==> src/dque_pkg.sv <==
// Shared constants, codes and controller/datapath link types for the deque block.
package dque_pkg;

	localparam int unsigned OPCODE_W       = 3;
	localparam int unsigned VALUE_W        = 32;
	localparam int unsigned STATUS_W       = 2;
	localparam int unsigned OCC_W          = 5;
	localparam int unsigned DEPTH_DEF      = 16;
	localparam int unsigned DATA_WIDTH_DEF = 32;

	typedef enum logic [OPCODE_W-1:0] {
		OP_PUSH_FRONT = 3'd0,
		OP_PUSH_BACK  = 3'd1,
		OP_INS_SECOND = 3'd2,
		OP_INS_NLAST  = 3'd3,
		OP_POP_FIRST  = 3'd4,
		OP_POP_SECOND = 3'd5,
		OP_POP_LAST   = 3'd6,
		OP_LIST       = 3'd7
	} op_t;

	typedef enum logic [STATUS_W-1:0] {
		ST_DONE  = 2'd0,
		ST_EMPTY = 2'd1,
		ST_FULL  = 2'd2,
		ST_ONE   = 2'd3
	} st_t;

	// Ring slot selectors, all relative to the current head, count or list index.
	typedef enum logic [2:0] {
		ADDR_HEAD,
		ADDR_HEAD_M1,
		ADDR_HEAD_P1,
		ADDR_LAST,
		ADDR_TAIL,
		ADDR_LIST_NEXT
	} addr_sel_t;

	typedef enum logic [1:0] {
		DSEL_ZERO,
		DSEL_RDATA,
		DSEL_HOLD
	} dsel_t;

	typedef enum logic [1:0] {
		PTR_KEEP,
		PTR_INC,
		PTR_DEC
	} ptr_op_t;

	typedef struct packed {
		logic      load_value;
		logic      rd_en;
		addr_sel_t rd_sel;
		logic      wr_en;
		addr_sel_t wr_sel;
		logic      wr_from_rdata;
		logic      hold_load;
		ptr_op_t   head_op;
		ptr_op_t   cnt_op;
		logic      list_clr;
		logic      list_inc;
		logic      emit;
		st_t       emit_status;
		dsel_t     emit_data;
		logic      emit_last;
	} dp_cmd_t;

	typedef struct packed {
		logic cnt_zero;
		logic cnt_one;
		logic full;
		logic out_free;
		logic list_last;
	} dp_stat_t;

endpackage

==> src/dque_in_if.sv <==
// Request channel: opcode and value with a valid/ready handshake.
interface dque_in_if;
	import dque_pkg::*;

	logic                       valid;
	logic                       ready;
	logic [OPCODE_W-1:0]        opcode;
	logic signed [VALUE_W-1:0]  value;

	modport source (output valid, output opcode, output value, input ready);
	modport sink   (input valid, input opcode, input value, output ready);
endinterface

==> src/dque_out_if.sv <==
// Result channel: status, data, last mark and occupancy with a valid/ready handshake.
interface dque_out_if;
	import dque_pkg::*;

	logic                       valid;
	logic                       ready;
	logic [STATUS_W-1:0]        status;
	logic signed [VALUE_W-1:0]  data;
	logic                       last;
	logic [OCC_W-1:0]           occupancy;

	modport source (output valid, output status, output data, output last, output occupancy,
		input ready);
	modport sink   (input valid, input status, input data, input last, input occupancy,
		output ready);
endinterface

==> src/dque_dp.sv <==
// Datapath: ring memory, head and count pointers, list index and result register.
module dque_dp #(
	parameter int unsigned DEPTH      = dque_pkg::DEPTH_DEF,
	parameter int unsigned DATA_WIDTH = dque_pkg::DATA_WIDTH_DEF
) (
	input  logic                                  clk,
	input  logic                                  arst_n,
	input  logic signed [dque_pkg::VALUE_W-1:0]   value,
	input  dque_pkg::dp_cmd_t                     ctl,
	output dque_pkg::dp_stat_t                    stat,
	dque_out_if.source                            rsp
);
	import dque_pkg::*;

	localparam int unsigned AW = $clog2(DEPTH);
	localparam int unsigned CW = $clog2(DEPTH + 1);
	localparam logic [AW:0]   DEPTH_X  = (AW + 1)'(DEPTH);
	localparam logic [AW-1:0] TOP_SLOT = AW'(DEPTH - 1);
	localparam logic [CW-1:0] DEPTH_C  = CW'(DEPTH);

	logic [DATA_WIDTH-1:0] mem [DEPTH];
	logic [DATA_WIDTH-1:0] rdata_q;
	logic [DATA_WIDTH-1:0] hold_q;
	logic [DATA_WIDTH-1:0] val_q;
	logic [DATA_WIDTH-1:0] wdata;
	logic [AW-1:0]         head_q;
	logic [CW-1:0]         cnt_q;
	logic [CW-1:0]         idx_q;
	logic [CW-1:0]         cnt_m1;
	logic [CW-1:0]         cnt_nxt;
	logic [AW-1:0]         head_nxt;
	logic [AW:0]           head_x;
	logic [AW-1:0]         a_head_m1;
	logic [AW-1:0]         a_head_p1;
	logic [AW-1:0]         a_last;
	logic [AW-1:0]         a_tail;
	logic [AW-1:0]         a_list;
	logic [AW-1:0]         raddr;
	logic [AW-1:0]         waddr;
	logic                  out_valid_q;
	st_t                   out_status_q;
	logic [VALUE_W-1:0]    out_data_q;
	logic                  out_last_q;
	logic [OCC_W-1:0]      out_occ_q;
	logic [VALUE_W-1:0]    emit_data;

	// The sum is below twice the depth, so one conditional subtract folds it back.
	function automatic logic [AW-1:0] wrap(input logic [AW:0] s);
		logic [AW:0] r;
		r = (s >= DEPTH_X) ? s - DEPTH_X : s;
		return r[AW-1:0];
	endfunction

	function automatic logic [AW-1:0] pick(input addr_sel_t sel, input logic [AW-1:0] h,
		input logic [AW-1:0] hm1, input logic [AW-1:0] hp1, input logic [AW-1:0] lst,
		input logic [AW-1:0] tl, input logic [AW-1:0] ln);
		logic [AW-1:0] a;
		case (sel)
			ADDR_HEAD:      a = h;
			ADDR_HEAD_M1:   a = hm1;
			ADDR_HEAD_P1:   a = hp1;
			ADDR_LAST:      a = lst;
			ADDR_TAIL:      a = tl;
			ADDR_LIST_NEXT: a = ln;
			default:        a = h;
		endcase
		return a;
	endfunction

	assign cnt_m1    = cnt_q - CW'(1);
	assign head_x    = {1'b0, head_q};
	assign a_head_m1 = (head_q == '0) ? TOP_SLOT : head_q - AW'(1);
	assign a_head_p1 = (head_q == TOP_SLOT) ? '0 : head_q + AW'(1);
	assign a_last    = wrap(head_x + (AW + 1)'(cnt_m1));
	assign a_tail    = wrap(head_x + (AW + 1)'(cnt_q));
	assign a_list    = wrap(head_x + (AW + 1)'(idx_q + CW'(1)));
	assign raddr     = pick(ctl.rd_sel, head_q, a_head_m1, a_head_p1, a_last, a_tail, a_list);
	assign waddr     = pick(ctl.wr_sel, head_q, a_head_m1, a_head_p1, a_last, a_tail, a_list);
	assign wdata     = ctl.wr_from_rdata ? rdata_q : val_q;

	always_comb begin
		case (ctl.head_op)
			PTR_INC: head_nxt = a_head_p1;
			PTR_DEC: head_nxt = a_head_m1;
			default: head_nxt = head_q;
		endcase
		case (ctl.cnt_op)
			PTR_INC: cnt_nxt = cnt_q + CW'(1);
			PTR_DEC: cnt_nxt = cnt_m1;
			default: cnt_nxt = cnt_q;
		endcase
		case (ctl.emit_data)
			DSEL_RDATA: emit_data = VALUE_W'(rdata_q);
			DSEL_HOLD:  emit_data = VALUE_W'(hold_q);
			default:    emit_data = '0;
		endcase
	end

	always_ff @(posedge clk) begin
		if (ctl.wr_en) begin
			mem[waddr] <= wdata;
		end
		if (ctl.rd_en) begin
			rdata_q <= mem[raddr];
		end
	end

	always_ff @(posedge clk) begin
		if (ctl.load_value) begin
			val_q <= DATA_WIDTH'(value);
		end
		if (ctl.hold_load) begin
			hold_q <= rdata_q;
		end
		if (ctl.emit) begin
			out_status_q <= ctl.emit_status;
			out_data_q   <= emit_data;
			out_last_q   <= ctl.emit_last;
			out_occ_q    <= OCC_W'(cnt_nxt);
		end
	end

	always_ff @(posedge clk or negedge arst_n) begin
		if (!arst_n) begin
			head_q      <= '0;
			cnt_q       <= '0;
			idx_q       <= '0;
			out_valid_q <= 1'b0;
		end else begin
			head_q <= head_nxt;
			cnt_q  <= cnt_nxt;
			if (ctl.list_clr) begin
				idx_q <= '0;
			end else if (ctl.list_inc) begin
				idx_q <= idx_q + CW'(1);
			end
			if (ctl.emit) begin
				out_valid_q <= 1'b1;
			end else if (rsp.ready) begin
				out_valid_q <= 1'b0;
			end
		end
	end

	assign stat.cnt_zero  = (cnt_q == '0);
	assign stat.cnt_one   = (cnt_q == CW'(1));
	assign stat.full      = (cnt_q == DEPTH_C);
	assign stat.out_free  = !out_valid_q || rsp.ready;
	assign stat.list_last = (idx_q == cnt_m1);

	assign rsp.valid     = out_valid_q;
	assign rsp.status    = out_status_q;
	assign rsp.data      = out_data_q;
	assign rsp.last      = out_last_q;
	assign rsp.occupancy = out_occ_q;

	a_cnt_bound: assert property (@(posedge clk) disable iff (!arst_n) cnt_q <= DEPTH_C)
		else $error("entry count exceeds the depth");
	a_head_bound: assert property (@(posedge clk) disable iff (!arst_n) head_q <= TOP_SLOT)
		else $error("head pointer outside the ring");
	a_emit_free: assert property (@(posedge clk) disable iff (!arst_n)
		ctl.emit |-> (!out_valid_q || rsp.ready))
		else $error("result overwritten before it was taken");
	a_pop_nonempty: assert property (@(posedge clk) disable iff (!arst_n)
		(ctl.cnt_op == PTR_DEC) |-> (cnt_q != '0))
		else $error("pop on an empty list");
endmodule

==> src/dque_ctrl.sv <==
// Controller: decodes each request and steps the datapath through its memory accesses.
module dque_ctrl (
	input  logic               clk,
	input  logic               arst_n,
	input  logic               cmd_valid,
	output logic               cmd_ready,
	input  dque_pkg::op_t      cmd_opcode,
	input  dque_pkg::dp_stat_t stat,
	output dque_pkg::dp_cmd_t  ctl
);
	import dque_pkg::*;

	typedef enum logic [2:0] {
		S_IDLE,
		S_RD2,
		S_MV,
		S_FIN,
		S_LIST
	} state_t;

	typedef enum logic [2:0] {
		K_ERR,
		K_PFRONT,
		K_PBACK,
		K_INS2,
		K_INSNL,
		K_POP1,
		K_POP2,
		K_POPL
	} kind_t;

	state_t state_q;
	kind_t  kind_q;
	st_t    err_q;
	logic   accept;

	assign accept    = cmd_valid && (state_q == S_IDLE);
	assign cmd_ready = (state_q == S_IDLE);

	always_comb begin
		ctl = '0;
		case (state_q)
			S_IDLE: begin
				if (accept) begin
					ctl.load_value = 1'b1;
					ctl.list_clr   = 1'b1;
					ctl.rd_en      = 1'b1;
					case (cmd_opcode)
						OP_INS_NLAST, OP_POP_LAST: ctl.rd_sel = ADDR_LAST;
						OP_POP_SECOND:             ctl.rd_sel = ADDR_HEAD_P1;
						default:                   ctl.rd_sel = ADDR_HEAD;
					endcase
				end
			end
			S_RD2: begin
				// Keep the second entry while the first one is fetched.
				ctl.hold_load = 1'b1;
				ctl.rd_en     = 1'b1;
				ctl.rd_sel    = ADDR_HEAD;
			end
			S_MV: begin
				ctl.wr_en         = 1'b1;
				ctl.wr_from_rdata = 1'b1;
				ctl.wr_sel        = (kind_q == K_INS2) ? ADDR_HEAD_M1 : ADDR_TAIL;
			end
			S_FIN: begin
				if (stat.out_free) begin
					ctl.emit        = 1'b1;
					ctl.emit_last   = 1'b1;
					ctl.emit_status = ST_DONE;
					case (kind_q)
						K_PFRONT: begin
							ctl.wr_en   = 1'b1;
							ctl.wr_sel  = ADDR_HEAD_M1;
							ctl.head_op = PTR_DEC;
							ctl.cnt_op  = PTR_INC;
						end
						K_PBACK: begin
							ctl.wr_en  = 1'b1;
							ctl.wr_sel = ADDR_TAIL;
							ctl.cnt_op = PTR_INC;
						end
						K_INS2: begin
							// The old first entry already sits one slot before the head.
							ctl.wr_en   = 1'b1;
							ctl.wr_sel  = ADDR_HEAD;
							ctl.head_op = PTR_DEC;
							ctl.cnt_op  = PTR_INC;
						end
						K_INSNL: begin
							ctl.wr_en  = 1'b1;
							ctl.wr_sel = ADDR_LAST;
							ctl.cnt_op = PTR_INC;
						end
						K_POP1: begin
							ctl.emit_data = DSEL_RDATA;
							ctl.head_op   = PTR_INC;
							ctl.cnt_op    = PTR_DEC;
						end
						K_POP2: begin
							// Move the first entry into the second slot and advance the head.
							ctl.wr_en         = 1'b1;
							ctl.wr_sel        = ADDR_HEAD_P1;
							ctl.wr_from_rdata = 1'b1;
							ctl.emit_data     = DSEL_HOLD;
							ctl.head_op       = PTR_INC;
							ctl.cnt_op        = PTR_DEC;
						end
						K_POPL: begin
							ctl.emit_data = DSEL_RDATA;
							ctl.cnt_op    = PTR_DEC;
						end
						default: begin
							ctl.emit_status = err_q;
						end
					endcase
				end
			end
			S_LIST: begin
				if (stat.out_free) begin
					ctl.emit        = 1'b1;
					ctl.emit_status = ST_DONE;
					ctl.emit_data   = DSEL_RDATA;
					ctl.emit_last   = stat.list_last;
					if (!stat.list_last) begin
						ctl.rd_en    = 1'b1;
						ctl.rd_sel   = ADDR_LIST_NEXT;
						ctl.list_inc = 1'b1;
					end
				end
			end
			default: begin
				ctl = '0;
			end
		endcase
	end

	always_ff @(posedge clk or negedge arst_n) begin
		if (!arst_n) begin
			state_q <= S_IDLE;
			kind_q  <= K_ERR;
			err_q   <= ST_DONE;
		end else begin
			case (state_q)
				S_IDLE: begin
					if (accept) begin
						state_q <= S_FIN;
						kind_q  <= K_ERR;
						err_q   <= ST_EMPTY;
						case (cmd_opcode)
							OP_PUSH_FRONT: begin
								if (stat.full) err_q <= ST_FULL;
								else kind_q <= K_PFRONT;
							end
							OP_PUSH_BACK: begin
								if (stat.full) err_q <= ST_FULL;
								else kind_q <= K_PBACK;
							end
							OP_INS_SECOND: begin
								if (stat.cnt_zero) err_q <= ST_EMPTY;
								else if (stat.full) err_q <= ST_FULL;
								else if (stat.cnt_one) kind_q <= K_PBACK;
								else begin
									kind_q  <= K_INS2;
									state_q <= S_MV;
								end
							end
							OP_INS_NLAST: begin
								if (stat.cnt_zero) err_q <= ST_EMPTY;
								else if (stat.full) err_q <= ST_FULL;
								else if (stat.cnt_one) kind_q <= K_PFRONT;
								else begin
									kind_q  <= K_INSNL;
									state_q <= S_MV;
								end
							end
							OP_POP_FIRST: begin
								if (!stat.cnt_zero) kind_q <= K_POP1;
							end
							OP_POP_SECOND: begin
								if (stat.cnt_one) err_q <= ST_ONE;
								else if (!stat.cnt_zero) begin
									kind_q  <= K_POP2;
									state_q <= S_RD2;
								end
							end
							OP_POP_LAST: begin
								if (!stat.cnt_zero) kind_q <= K_POPL;
							end
							default: begin
								if (!stat.cnt_zero) state_q <= S_LIST;
							end
						endcase
					end
				end
				S_RD2:  state_q <= S_FIN;
				S_MV:   state_q <= S_FIN;
				S_FIN: begin
					if (stat.out_free) state_q <= S_IDLE;
				end
				S_LIST: begin
					if (stat.out_free && stat.list_last) state_q <= S_IDLE;
				end
				default: state_q <= S_IDLE;
			endcase
		end
	end

	a_accept_leaves: assert property (@(posedge clk) disable iff (!arst_n)
		accept |=> (state_q != S_IDLE))
		else $error("request accepted without starting work");
	a_fin_done: assert property (@(posedge clk) disable iff (!arst_n)
		(state_q == S_FIN && stat.out_free) |=> (state_q == S_IDLE))
		else $error("final step did not return to idle");
	a_list_end: assert property (@(posedge clk) disable iff (!arst_n)
		(state_q == S_LIST && stat.out_free && stat.list_last) |=> (state_q == S_IDLE))
		else $error("listing continued past the last entry");
	a_single_mem_op: assert property (@(posedge clk) disable iff (!arst_n)
		!(ctl.rd_en && ctl.wr_en))
		else $error("read and write issued in the same cycle");
endmodule

==> src/deque_with_near_end_insert_delete_top.sv <==
// Top level of the bounded deque with near-end insert and delete.
//
//  channel  dir  handshake      payload
//  cmd      in   valid/ready    opcode[2:0], value[31:0] signed
//  rsp      out  valid/ready    status[1:0], data[31:0] signed, last, occupancy[4:0]
//
// Push front/back, pop first/last and refused operations go to the final step; insert
// second, insert next-to-last and pop second pass a move or second-read state, since the
// single-port ring memory needs a read and then two writes, or two reads and a write. A
// listing makes one memory read per entry. Reset clears head, count and control; the
// ring contents stay undefined until written. A stalled result holds the final step or
// the listing in place; no new request is taken until the last result is registered.
module deque_with_near_end_insert_delete_top #(
	parameter int unsigned DEPTH      = dque_pkg::DEPTH_DEF,
	parameter int unsigned DATA_WIDTH = dque_pkg::DATA_WIDTH_DEF
) (
	input  logic        clk,
	input  logic        arst_n,
	dque_in_if.sink     cmd,
	dque_out_if.source  rsp
);
	import dque_pkg::*;

	dp_cmd_t  ctl;
	dp_stat_t stat;
	logic     cmd_ready;

	assign cmd.ready = cmd_ready;

	dque_ctrl u_ctrl (
		.clk        (clk),
		.arst_n     (arst_n),
		.cmd_valid  (cmd.valid),
		.cmd_ready  (cmd_ready),
		.cmd_opcode (op_t'(cmd.opcode)),
		.stat       (stat),
		.ctl        (ctl)
	);

	dque_dp #(
		.DEPTH      (DEPTH),
		.DATA_WIDTH (DATA_WIDTH)
	) u_dp (
		.clk    (clk),
		.arst_n (arst_n),
		.value  (cmd.value),
		.ctl    (ctl),
		.stat   (stat),
		.rsp    (rsp)
	);
endmodule
==> src/flat_wrapper.sv <==
// flat-port wrapper written by rule: the top's interface ports become plain ports
module deque_with_near_end_insert_delete_top_flat import dque_pkg::*;
#(
	parameter int unsigned DEPTH      = dque_pkg::DEPTH_DEF,
	parameter int unsigned DATA_WIDTH = dque_pkg::DATA_WIDTH_DEF
)
  (clk, arst_n, cmd_valid, cmd_opcode, cmd_value, cmd_ready, rsp_valid, rsp_status, rsp_data, rsp_last, rsp_occupancy, rsp_ready);
  dque_in_if cmd_i ();
  dque_out_if rsp_i ();
  input  logic clk;
  input  logic arst_n;
  input wire logic [$bits(cmd_i.valid)-1:0] cmd_valid;
  input wire logic [$bits(cmd_i.opcode)-1:0] cmd_opcode;
  input wire logic [$bits(cmd_i.value)-1:0] cmd_value;
  output wire logic [$bits(cmd_i.ready)-1:0] cmd_ready;
  output wire logic [$bits(rsp_i.valid)-1:0] rsp_valid;
  output wire logic [$bits(rsp_i.status)-1:0] rsp_status;
  output wire logic [$bits(rsp_i.data)-1:0] rsp_data;
  output wire logic [$bits(rsp_i.last)-1:0] rsp_last;
  output wire logic [$bits(rsp_i.occupancy)-1:0] rsp_occupancy;
  input wire logic [$bits(rsp_i.ready)-1:0] rsp_ready;
  assign cmd_i.valid = cmd_valid;
  assign cmd_i.opcode = cmd_opcode;
  assign cmd_i.value = cmd_value;
  assign cmd_ready = cmd_i.ready;
  assign rsp_valid = rsp_i.valid;
  assign rsp_status = rsp_i.status;
  assign rsp_data = rsp_i.data;
  assign rsp_last = rsp_i.last;
  assign rsp_occupancy = rsp_i.occupancy;
  assign rsp_i.ready = rsp_ready;
  deque_with_near_end_insert_delete_top #(.DEPTH(DEPTH), .DATA_WIDTH(DATA_WIDTH)) u_core (.clk(clk), .arst_n(arst_n), .cmd(cmd_i), .rsp(rsp_i));
endmodule
==> config.mk <==
export PLATFORM = sky130hd
export DESIGN_NAME = deque_with_near_end_insert_delete_top_flat
export DESIGN_NICKNAME = d
export VERILOG_FILES = /design/src/dque_pkg.sv /design/src/dque_in_if.sv /design/src/dque_out_if.sv /design/src/dque_dp.sv /design/src/dque_ctrl.sv /design/src/deque_with_near_end_insert_delete_top.sv /design/src/flat_wrapper.sv
export SDC_FILE = /design/constraint.sdc
export NUM_CORES = 1
export LEC_CHECK = 0
export ABC_AREA = 1
export BUFFER_PORTS_ARGS = -buffer_cell sky130_fd_sc_hd__buf_2
export CAP_MARGIN = 20
export CORE_MARGIN = 3
export CORE_UTILIZATION = 42
export DETAILED_ROUTE_END_ITERATION = 12
export GPL_TIMING_DRIVEN = 0
export PLACE_DENSITY = 0.55
export SKIP_CTS_REPAIR_TIMING = 1
export SLEW_MARGIN = 15
export SYNTH_ARGS = -nofsm -noshare
export SYNTH_HDL_FRONTEND = slang
export SYNTH_SLANG_ARGS = --single-unit
==> constraint.sdc <==
create_clock -name clk -period 8.92 [get_ports clk]
set_clock_uncertainty 0.2 [all_clocks]
set_input_delay 0 -clock clk [delete_from_list [all_inputs] [get_ports clk]]
set_output_delay 0 -clock clk [all_outputs]
set_load 0.05 [all_outputs]
**Word level (Yosys, flattened, before mapping)**

Memories as Yosys holds them, arrays and structs flattened. A register that Yosys moved wholly into a read port is not among the register bits.
Index checks and enable logic that the tools add are counted.
W data, S select, Z words.

- Logic and storage cells: 162
- Memory bits (writable): 512
- Memories kept: 1
- Output and inout bits: 42
- Input port bits: 39
- Bits in registers: 127

- $add $sub $neg: 11
- Muxes and demuxes: 70
- Order comparisons: 3
- Reductions and logical operators: 24
- Equality and inequality tests: 40

Memories:

| memory | words | bits a word | rd ports | clocked after Yosys merged registers in | wr ports | RTL line | source |
|---|---|---|---|---|---|---|---|
| u_core.u_dp.mem | 16 | 32 | 1 | 1 | 1 | dque_dp.sv:21 | `logic [DATA_WIDTH-1:0] mem [DEPTH];` |

Operators by type and width:

| kind | count |
|---|---|
| $pmux W32 S2 | 1 |
| $pmux W4 S5 | 3 |
| $mux W3 | 13 |
| $eq A3 B3 Y1 const B | 12 |
| $mux W4 | 9 |
| $mux W32 | 1 |
| $eq A3 B2 Y1 const B | 10 |
| $pmux W3 S7 | 1 |
| $mux W5 | 4 |
| $pmux W5 S2 | 2 |
| $mux W2 | 9 |
| $pmux W2 S2 | 4 |
| $sub A4 B1 Y4 const B | 4 |
| $add A4 B5 Y5 | 3 |
| $eq A3 B1 Y1 const B | 5 |
| $ge A5 B5 Y1 const B | 3 |
| $mux W1 | 15 |
| $reduce_or A2 Y1 | 7 |
| $pmux W3 S4 | 1 |
| $pmux W4 S3 | 1 |
| $pmux W6 S2 | 1 |
| $add A5 B1 Y5 const B | 2 |
| $pmux W3 S3 | 1 |
| $pmux W4 S2 | 1 |
| 25 further kinds | 35 |

**Longest topological paths before layout**

Gate-level depths: netlist of run 1.

- Depth after elaboration: 7
- Depth in mapped cells: 20

**By module**

A second synthesis of run 1 with hierarchy kept.

- Cells, all modules: 2,812
- Area total of the unflattened synthesis: 30,220.2 sq um

Modules (own cells, without submodules):

| module | sequential area each (sq um) | times used | cells each | area an instance (sq um) |
|---|---|---|---|---|
| dque_dp | 19,834.0 | 1 | 2,675 | 29,427.0 |
| dque_ctrl | 200.2 | 1 | 137 | 793.3 |

**Worst setup path before layout of run 1**

Ideal clock, no wire load.

- Kind: register to register
- Start point: reg u_core.u_ctrl.state_q[2]
- End point: reg u_core.u_dp.rdata_q[0] (read register of u_core.u_dp.mem) (enable)
- Arrival: 3.861 ns
- Required time: 8.325 ns
- Path buffers: 0
- Path slack: 4.464 ns
- Stages on the path, launching flop included: 4
- Period minus slack after synthesis: 4.456 ns
- Cells stage by stage: dfrtp_1 nor3_1 inv_1 nand3_1

RTL lines:

| what | RTL line | source |
|---|---|---|
| start, declared | dque_ctrl.sv:32 | `state_t state_q;` |
| start signal, assigned | dque_ctrl.sv:140 | `state_q <= S_IDLE;` |
| start signal, assigned | dque_ctrl.sv:147 | `state_q <= S_FIN;` |
| start signal, assigned | dque_ctrl.sv:165 | `state_q <= S_MV;` |
| end, declared | dque_dp.sv:22 | `logic [DATA_WIDTH-1:0] rdata_q;` |

**Worst setup path in the final report of run 1**

- Start point: reg u_core.u_dp.cnt_q[0]
- End point: mem u_core.u_dp.mem[0][24] (netlist bit) (enable)

- Cells in the longest elaborated chain, start to end: 5
- Elaborated cells on any way between the ends: 10
- Those cells by class: add/sub (5); order compare (2); mux (3)

Ends and longest elaborated chain:

| what | RTL line | source |
|---|---|---|
| start, declared | dque_dp.sv:27 | `logic [CW-1:0] cnt_q;` |
| start signal, assigned | dque_dp.sv:131 | `cnt_q <= cnt_nxt;` |
| $sub A5 B1 Y5 | dque_dp.sv:70 | `assign cnt_m1 = cnt_q - CW'(1);` |
| $add A4 B5 Y5 | dque_dp.sv:74 | `assign a_last = wrap(head_x + (AW + 1)'(cnt_m1));` |
| $sub A4 B1 Y4 or $ge A5 B5 Y1 (tied branches) | dque_dp.sv:50 | `r = (s >= DEPTH_X) ? s - DEPTH_X : s;` |
| $mux W4 | dque_dp.sv:50 |  |
| $pmux W4 S5 * | dque_dp.sv:58 | `case (sel)` |
| end, declared | dque_dp.sv:21 |  |

Mark *: on every way between the ends. The rest lies on a longest branch, timed or not.

==> metrics.md, run 1 <==
| Metric | Value |
|---|---|
| Status | completed |
| Met2 wire length | 41,000 µm |
| Highest clock rate | 222 MHz |
| Fin worst setup slack | 4.42 ns |
| Via density | 5.36 |
| Worst-margin pin slew | 0.829 ns |
| DR top layer | met4 |
| Post-synth EDFFs | 648 |
| TritonCTS Buffers | 73 |
| RSZ-0062 raised after global routing | false |
| Worst-skew pair later-pin latency | 0.62 ns |
| Fraction of layout cells with a size suffix above 1 | 13.4% |
| Standard-cell row count | 96 |
| P per Cell Area | 385 mW/mm² |
| Total global routing overflow | 0 |
| Detailed-route DRC error count | 0 |
| Most common cell in the netlist | nand2_1 |
| Clk sinks | 671 |
| Fin cells | 3,934 |
| Clk slew on worst S/H paths | 0.06 ns |
| Largest area contributor in the netlist | edfxtp_1 |
| Starting Density | 42.8% |
| Pre-Repair DR Iteration Count | 9 |
| Net Count, Synth | 2,756 |
| Initial DRC Count | 2,449 |
| Vias | 21,085 |
| Hold slack | 0.0675 ns |
| CP required | 9.04 ns |
| Initial antenna violation count | 3 |
| M1 wire length | 37,400 µm |
| Io pins | 81 |
| Synth unique cells | 43 |
| WP data arrival | 4.63 ns |
| Area Overhead vs Synth | 17.8% |
| Global-route wire length before repair | 130,000 µm |
| Crit Path Category | reg2reg |
| Vias in the first global route | 20,203 |
| Syn avg cell area | 11.0 µm² |
| Die ar. | 0.0735 mm² |
| Placed cells | 3,728 |
| Share of Yosys cell area claimed by the top area cell type | 65.9% |
| Relative slew margins | 44.6% |
| Total Negative Setup Slacks | 0 ns |
| Worst vdd ir | 0.000183 V |
| Final worst path period share | 50.5% |
| Gr usage total | 24.0% |
| CTS Root Cell | clkbuf_16 |
| Filler cell count | 6,126 |
| Hold Path Class | in2reg |
| # setup viols final | 0 |
| Commonest cells in the netlist | 691 x nand2_1, 648 x edfxtp_1, 606 x nand3_1, 318 x inv_1, 87 x buf_2 |
| MaxCap Viol Count | 0 |
| Sequential share of the synthesized area | 67.8% |
| Post-DP HPWL | 60,700 µm |
| Place WS | 4.53 ns |
| H-tree levels | 3 |
| Async S/R FF share, synth | 3.43% |
| Die X | 271 µm |
| Hold Fails Final Rpt | 0 |
| Port bufs | 80 |
| CP startpoint kind | flip-flop |
| RePlAce Congestion | 0.846 |
| Yosys reg bits | 671 |
| Routed WL | 89,500 µm |
| Syn Std Cell Area | 0.0295 mm² |
| Met3 WL | 8570 µm |
| CTS tree | done |
| Die height | 271 µm |
| Antenna Cells | 0 |
| CORE AREA | 0.0691 mm² |
| Crit end category | flip-flop |
| Fin crit period | 4.50 ns |
| Number of routed nets with antenna violations | 0 |
| Worst-path fanout max | 18 |
| Top FF cell, synth | edfxtp_1 |
| Layout net count | 3,009 |
| Final Power | 13.4 mW |
| Post-Syn Instances | 2,693 |
| Final count of pins violating max slew | 0 |
| CTS Buffer Depth | 3 |
| Largest net degree at the start of global routing | 33 |
| Ys Warns | 0 |
| P_leak | 13.9 nW |
| Drt wl/cell | 22.7 µm |
| Area contributors post-synth | edfxtp_1 66%, nand3_1 10%, nand2_1 8.8% |
==> area by class of cell <==
type                            count  area (µm²)  share of cell area, %
Timing Repair Buffer              178        1650                   4.73
Buffer                            146         826                   2.37
Sequential cell                   671       20000                   57.6
Clock buffer                       92        1960                   5.64
Tap cell                          931        1160                   3.35
Clock inverter                     40         357                   1.02
Multi-Input combinational cell   1551        7580                   21.8
Inverter                          325        1220                   3.51
==> sequential cells by signal (all words and copies together) (netlist names), 4 cells and up <==
register,flops
u_core.u_dp.mem,512
u_core.u_dp.head_q,4
u_core.u_dp.rsp.occupancy,5
u_core.u_dp.idx_q,5
u_core.u_dp.rdata_q,32
u_core.u_dp.rsp.data,32
u_core.u_dp.val_q,32
u_core.u_dp.hold_q,32
u_core.u_dp.cnt_q,5
==> worst max-delay path, cell delays in order, from the launching register on <==
cell and delay (ns):
dfrtp_1 0.49, inv_1 0.27, ha_1 0.38, inv_1 0.10, nand2_1 0.09, nand2_1 0.10
ha_1 0.32, a21oi_1 0.18, xor2_1 0.12, nand2_1 0.07, nand3_1 0.07, a21oi_1 0.13
nand2_1 0.06, o21ai_0 0.16, nand3_1 0.42, nor2_4 0.77, buf_16 0.25
==> cell usage in the layout, fill, tap and decap left out, types with 5 or more instances in the layout <==
cell type / instances
dfrtp_1: 23
ha_1: 21
bufinv_16: 5
inv_2: 7
clkinv_2: 12
clkbuf_1: 43
o211ai_1: 5
o21ai_0: 25
clkinv_1: 20
nand2_2: 8
a31oi_1: 5
buf_12: 15
buf_6: 14
dlygate4sd3_1: 73
buf_2: 167
a21oi_1: 51
nor2_1: 31
xor2_1: 10
buf_4: 20
inv_1: 317
mux2_2: 32
nor2_4: 18
nand2_1: 690
buf_16: 7
clkbuf_16: 75
nor2_2: 5
edfxtp_1: 648
nand3_1: 605
==> cell families (layout without fill, tap and decap cells) <==
kind of cell	count (synthesis)	in the layout	share of synthesized area [%]
and+or+nand+nor	1376	1376	20.5
DFF	671	671	67.8
muxes	32	32	1.22
xor gates and xnor gates	13	13	0.386
buffers and inverters	471	781	6.93
AOI/OAI and AO/OA	106	106	2.01
adders and majority gates	24	24	1.09
==> layer usage <==
metal,vias up,track usage [%]
li1,9682,-
met5,-,0
met1,10289,32.7
met4,0,7.92
met3,150,5.62
met2,964,38.0
==> final timing paths <==
| kind | startpoint | endpoint | slack [ns] | cells past startpoint |
|---|---|---|---|---|
| min reg2reg | u_core.u_dp.rdata_q[9] | u_core.u_dp.hold_q[9] | 0.28 | 0 |
| max reg2reg | u_core.u_dp.cnt_q[0] | u_core.u_dp.mem[0][24] | 4.42 | 16 |
| min | rsp_ready | u_core.u_dp.rsp.valid | 0.07 | 5 |
| max in group asynchronous | arst_n | u_core.u_ctrl.state_q[1] | 8.16 | 4 |
| min in group asynchronous | arst_n | u_core.u_dp.idx_q[2] | 0.21 | 4 |
| max | u_core.u_dp.cnt_q[0] | u_core.u_dp.mem[0][24] | 4.42 | 16 |
==> report_power, final <==
| part | internal (mW) | switching (mW) |
|---|---|---|
| combinational | 1.44 | 3.96 |
| clock | 1.71 | 1.24 |
| sequential | 4.70 | 0.324 |
| total | 7.85 | 5.53 |
==> metrics by stage <==
stage | instance area (µm²) | utilization (%)
floorplan | 29500 | -
global placement | 31100 | 45.0
detailed placement | 31700 | 45.9
CTS | 34000 | 49.3
global route | 34800 | 50.4
finish | 34800 | 50.4
(Power assumes the default switching activity.)
==> run 2: changes to the inputs <==
--- a/config.mk
+++ b/config.mk
@@ -12,7 +12,7 @@
 export CORE_UTILIZATION = 42
 export DETAILED_ROUTE_END_ITERATION = 12
 export GPL_TIMING_DRIVEN = 0
-export PLACE_DENSITY = 0.55
+export PLACE_DENSITY = 0.58
 export SKIP_CTS_REPAIR_TIMING = 1
 export SLEW_MARGIN = 15
 export SYNTH_ARGS = -nofsm -noshare
==> constraint.sdc (replaced) <==
create_clock -name clk -period 3.65 [get_ports clk]
set_clock_uncertainty 0.2 [all_clocks]
set_input_delay 0 -clock clk [delete_from_list [all_inputs] [get_ports clk]]
set_output_delay 0 -clock clk [all_outputs]
set_load 0.05 [all_outputs]
==> run 2 against run 1 <==
Effect of this change: flip-flop and latch count unchanged; non-clock buffer count up 37; cell count up 0.92%; first-iteration DRC count up 1.6%; count of clock-buffer cells in the layout up 6; sequential power up 140%; via count up 0.45%; routed wire length down 1.1%; global-route usage down 0.30 points; sequential share of layout area down 1.0 points; die area unchanged; critical path type unchanged; highest routed layer is now met5.
==> metrics.md, run 2 (same netlist as run 1, synthesis figures left out) <==
| Metric | Value |
|---|---|
| Seq pwr share | 37.0% (was 37.6%) |
| Antenna Cells | 0 (unchanged) |
| Fin crit period | 3.56 ns (was 4.50 ns) |
| Worst-margin pin slew | 0.736 ns (was 0.829 ns) |
| Most frequent cells in the layout | 683 x nand2_1, 648 x edfxtp_1, 603 x nand3_1 (was 690 x nand2_1, 648 x edfxtp_1, 605 x nand3_1) |
| Final count of pins violating max slew | 0 (unchanged) |
| Gr usage total | 23.7% (was 24.0%) |
| MaxCap Viol Count | 0 (unchanged) |
| CORE AREA | 0.0691 mm² (unchanged) |
| Vias | 21,179 (was 21,085) |
| Clk slew on worst S/H paths | 0.06 ns (about the same) |
| Reg2Reg Capture Point | u_core.u_dp.rdata_q[22] (was u_core.u_dp.mem[0][24]) |
| Most common cell after layout, fill and taps aside | nand2_1 (unchanged) |
| H-tree levels | 3 (unchanged) |
| Switch Pwr | 13.6 mW (was 5.53 mW) |
| Global-route wire length before repair | 130,000 µm (about the same) |
| CP required | 3.81 ns (was 9.04 ns) |
| P_leak | 14.2 nW (was 13.9 nW) |
| FF-to-FF path depth | 15 (was 16) |
| Die X | 271 µm (unchanged) |
| Relative slew margins | 50.7% (was 44.6%) |
| Pre-Repair DR Iteration Count | 6 (was 9) |
| Fraction of layout cells with a size suffix above 1 | 15.2% (was 13.4%) |
| P per Cell Area | 933 mW/mm² (was 385 mW/mm²) |
| Routed WL | 88,400 µm (was 89,500 µm) |
| Vias in the first global route | 20,290 (was 20,203) |
| Initial antenna violation count | 3 (unchanged) |
| Filler cell count | 6,070 (was 6,126) |
| Die ar. | 0.0735 mm² (unchanged) |
| Place WS | -0.780 ns (was 4.53 ns) |
| Hold Fails Final Rpt | 0 (unchanged) |
| Internal | 19.4 mW (was 7.85 mW) |
| Area Overhead vs Synth | 20.0% (was 17.8%) |
| Worst Hold Path EP | u_core.u_dp.rsp.valid (unchanged) |
| Worst-path fanout max | 10 (was 18) |
| Number of routed nets with antenna violations | 0 (unchanged) |
| Highest clock rate | 281 MHz (was 222 MHz) |
| Layout net count | 3,048 (was 3,009) |
| Standard-cell row count | 96 (unchanged) |
| WHS Path Cells | 5 (unchanged) |
| Hold slack | 0.105 ns (was 0.0675 ns) |
| CTS Root Cell | clkbuf_16 (unchanged) |
| Largest net degree at the start of global routing | 33 (unchanged) |
| Final worst path period share | 97.7% (was 50.5%) |
| Total Negative Setup Slacks | 0 ns (unchanged) |
| Status | completed (unchanged) |
| Reg2reg start | u_core.u_dp.cnt_q[0] (unchanged) |
| Port bufs | 80 (unchanged) |
| # setup viols final | 0 (unchanged) |
| Largest register FFs | 512 (unchanged) |
| Worst vdd ir | 0.000401 V (was 0.000183 V) |
| Via density | 5.33 (was 5.36) |
| Fin worst setup slack | 0.0853 ns (was 4.42 ns) |
| Clk network pwr share | 21.2% (was 22.1%) |
| Drt wl/cell | 22.3 µm (was 22.7 µm) |
| TritonCTS Buffers | 75 (was 73) |
| Sw Share | 41.2% (was 41.3%) |
| Crit Path Category | reg2reg (unchanged) |
| RePlAce Congestion | 0.847 (was 0.846) |
| Detailed-route DRC error count | 0 (unchanged) |
| Comb power frac | 41.7% (was 40.4%) |
| CTS Buffer Depth | 3 (unchanged) |
| Worst reg2reg setup slack | 0.09 ns (was 4.42 ns) |
| Die height | 271 µm (unchanged) |
| Starting Density | 42.8% (unchanged) |
| Total global routing overflow | 0 (unchanged) |
| Initial DRC Count | 2,487 (was 2,449) |
| Largest Register | u_core.u_dp.mem (unchanged) |
| Hold Startpoint | rsp_ready (unchanged) |
| CTS tree | done (unchanged) |
| Worst-skew pair later-pin latency | 0.62 ns (about the same) |
| Hold Path Class | in2reg (unchanged) |
| CP startpoint kind | flip-flop (unchanged) |
| Clk sinks | 671 (unchanged) |
| Crit end category | flip-flop (unchanged) |
| Io pins | 81 (unchanged) |
| WP data arrival | 3.73 ns (was 4.63 ns) |
| Post-DP HPWL | 59,100 µm (was 60,700 µm) |
==> run 2: cell count changes in the layout (fill, tap and decap cells not counted), sizes merged <==
| cell | previous run | this run |
|---|---|---|
| dlygate4sd3 | 73 | 74 |
| clkbuf | 120 | 151 |
| clkinvlp | 0 | 1 |
| buf | 223 | 234 |
| clkinv | 34 | 29 |
| bufinv | 5 | 2 |
==> run 2: metal layers <==
layer / GRT usage (%) / vias to the layer above / part of all wire (%)
met5: 0 / - / 0.014
met4: 7.89 / 2 / 2.8
met3: 4.76 / 173 / 9.6
met2: 37.8 / 958 / 47
met1: 32.5 / 10270 / 41
li1: - / 9776 / -
==> run 2: through the flow <==
stage / util [%] / area (µm²) / power (mW) / instances
floorplan: - / 29600 / 20.0 / 2693
global placement: 45.1 / 31100 / 24.6 / 3704
detailed placement: 45.9 / 31700 / 25.3 / 3726
CTS: 49.2 / 34000 / 32.3 / 3857
global route: 51.3 / 35400 / 34.7 / 3970
finish: 51.3 / 35400 / 33.1 / 3970
==> run 2: critical path, cell delays in order, from the launching register on <==
cell and delay, ns:
dfrtp_2 0.42, clkinvlp_4 0.15, ha_4 0.31, inv_2 0.06, ha_1 0.28, a21o_1 0.16, a21oi_1 0.15, xor2_1 0.11
buf_4 0.14, nand2_1 0.05, o211ai_1 0.12, nor2_4 0.31, inv_1 0.23, clkbuf_2 0.29, nand3_1 0.25, nand2_1 0.08
==> run 2: power by group through the flow <==
stage / sequential (mW) / combinational [mW] / clock (mW)
after floorplan: 12.6 / 7.40 / 0
after global placement: 12.4 / 12.2 / 0
after detailed placement: 12.4 / 12.9 / 0
after CTS: 12.2 / 13.0 / 7.12
after global routing: 12.4 / 14.9 / 7.43
final: 12.2 / 13.8 / 7.02
==> run 2: worst max path at each step <==
stage / start / endpoint / slack [ns] / cells after the start
2_1_floorplan: u_core.u_dp.cnt_q[0] / u_core.u_dp.mem[10][0] / -0.61 / 16
3_3_place_gp: u_core.u_dp.cnt_q[0] / u_core.u_dp.mem[11][24] / -2.77 / 16
3_5_place_dp: u_core.u_dp.cnt_q[0] / u_core.u_dp.mem[10][20] / -0.78 / 17
4_1_cts: u_core.u_dp.cnt_q[0] / u_core.u_dp.mem[10][8] / -0.79 / 17
5_1_grt: u_core.u_ctrl.state_q[2] / u_core.u_dp.mem[6][29] / -0.06 / 14
6_report: u_core.u_dp.cnt_q[0] / u_core.u_dp.rdata_q[22] / 0.09 / 15
==> run 2: cell type report <==
cell class	count	area [µm²]	area share, %
Sequential cell	671	20000	56.6
Multi-Input combinational cell	1551	7680	21.7
Timing Repair Buffer	215	2090	5.89
Clock buffer	98	2000	5.66
Inverter	325	1230	3.48
Tap cell	931	1160	3.29
Buffer	146	983	2.78
Clock inverter	33	238	0.671
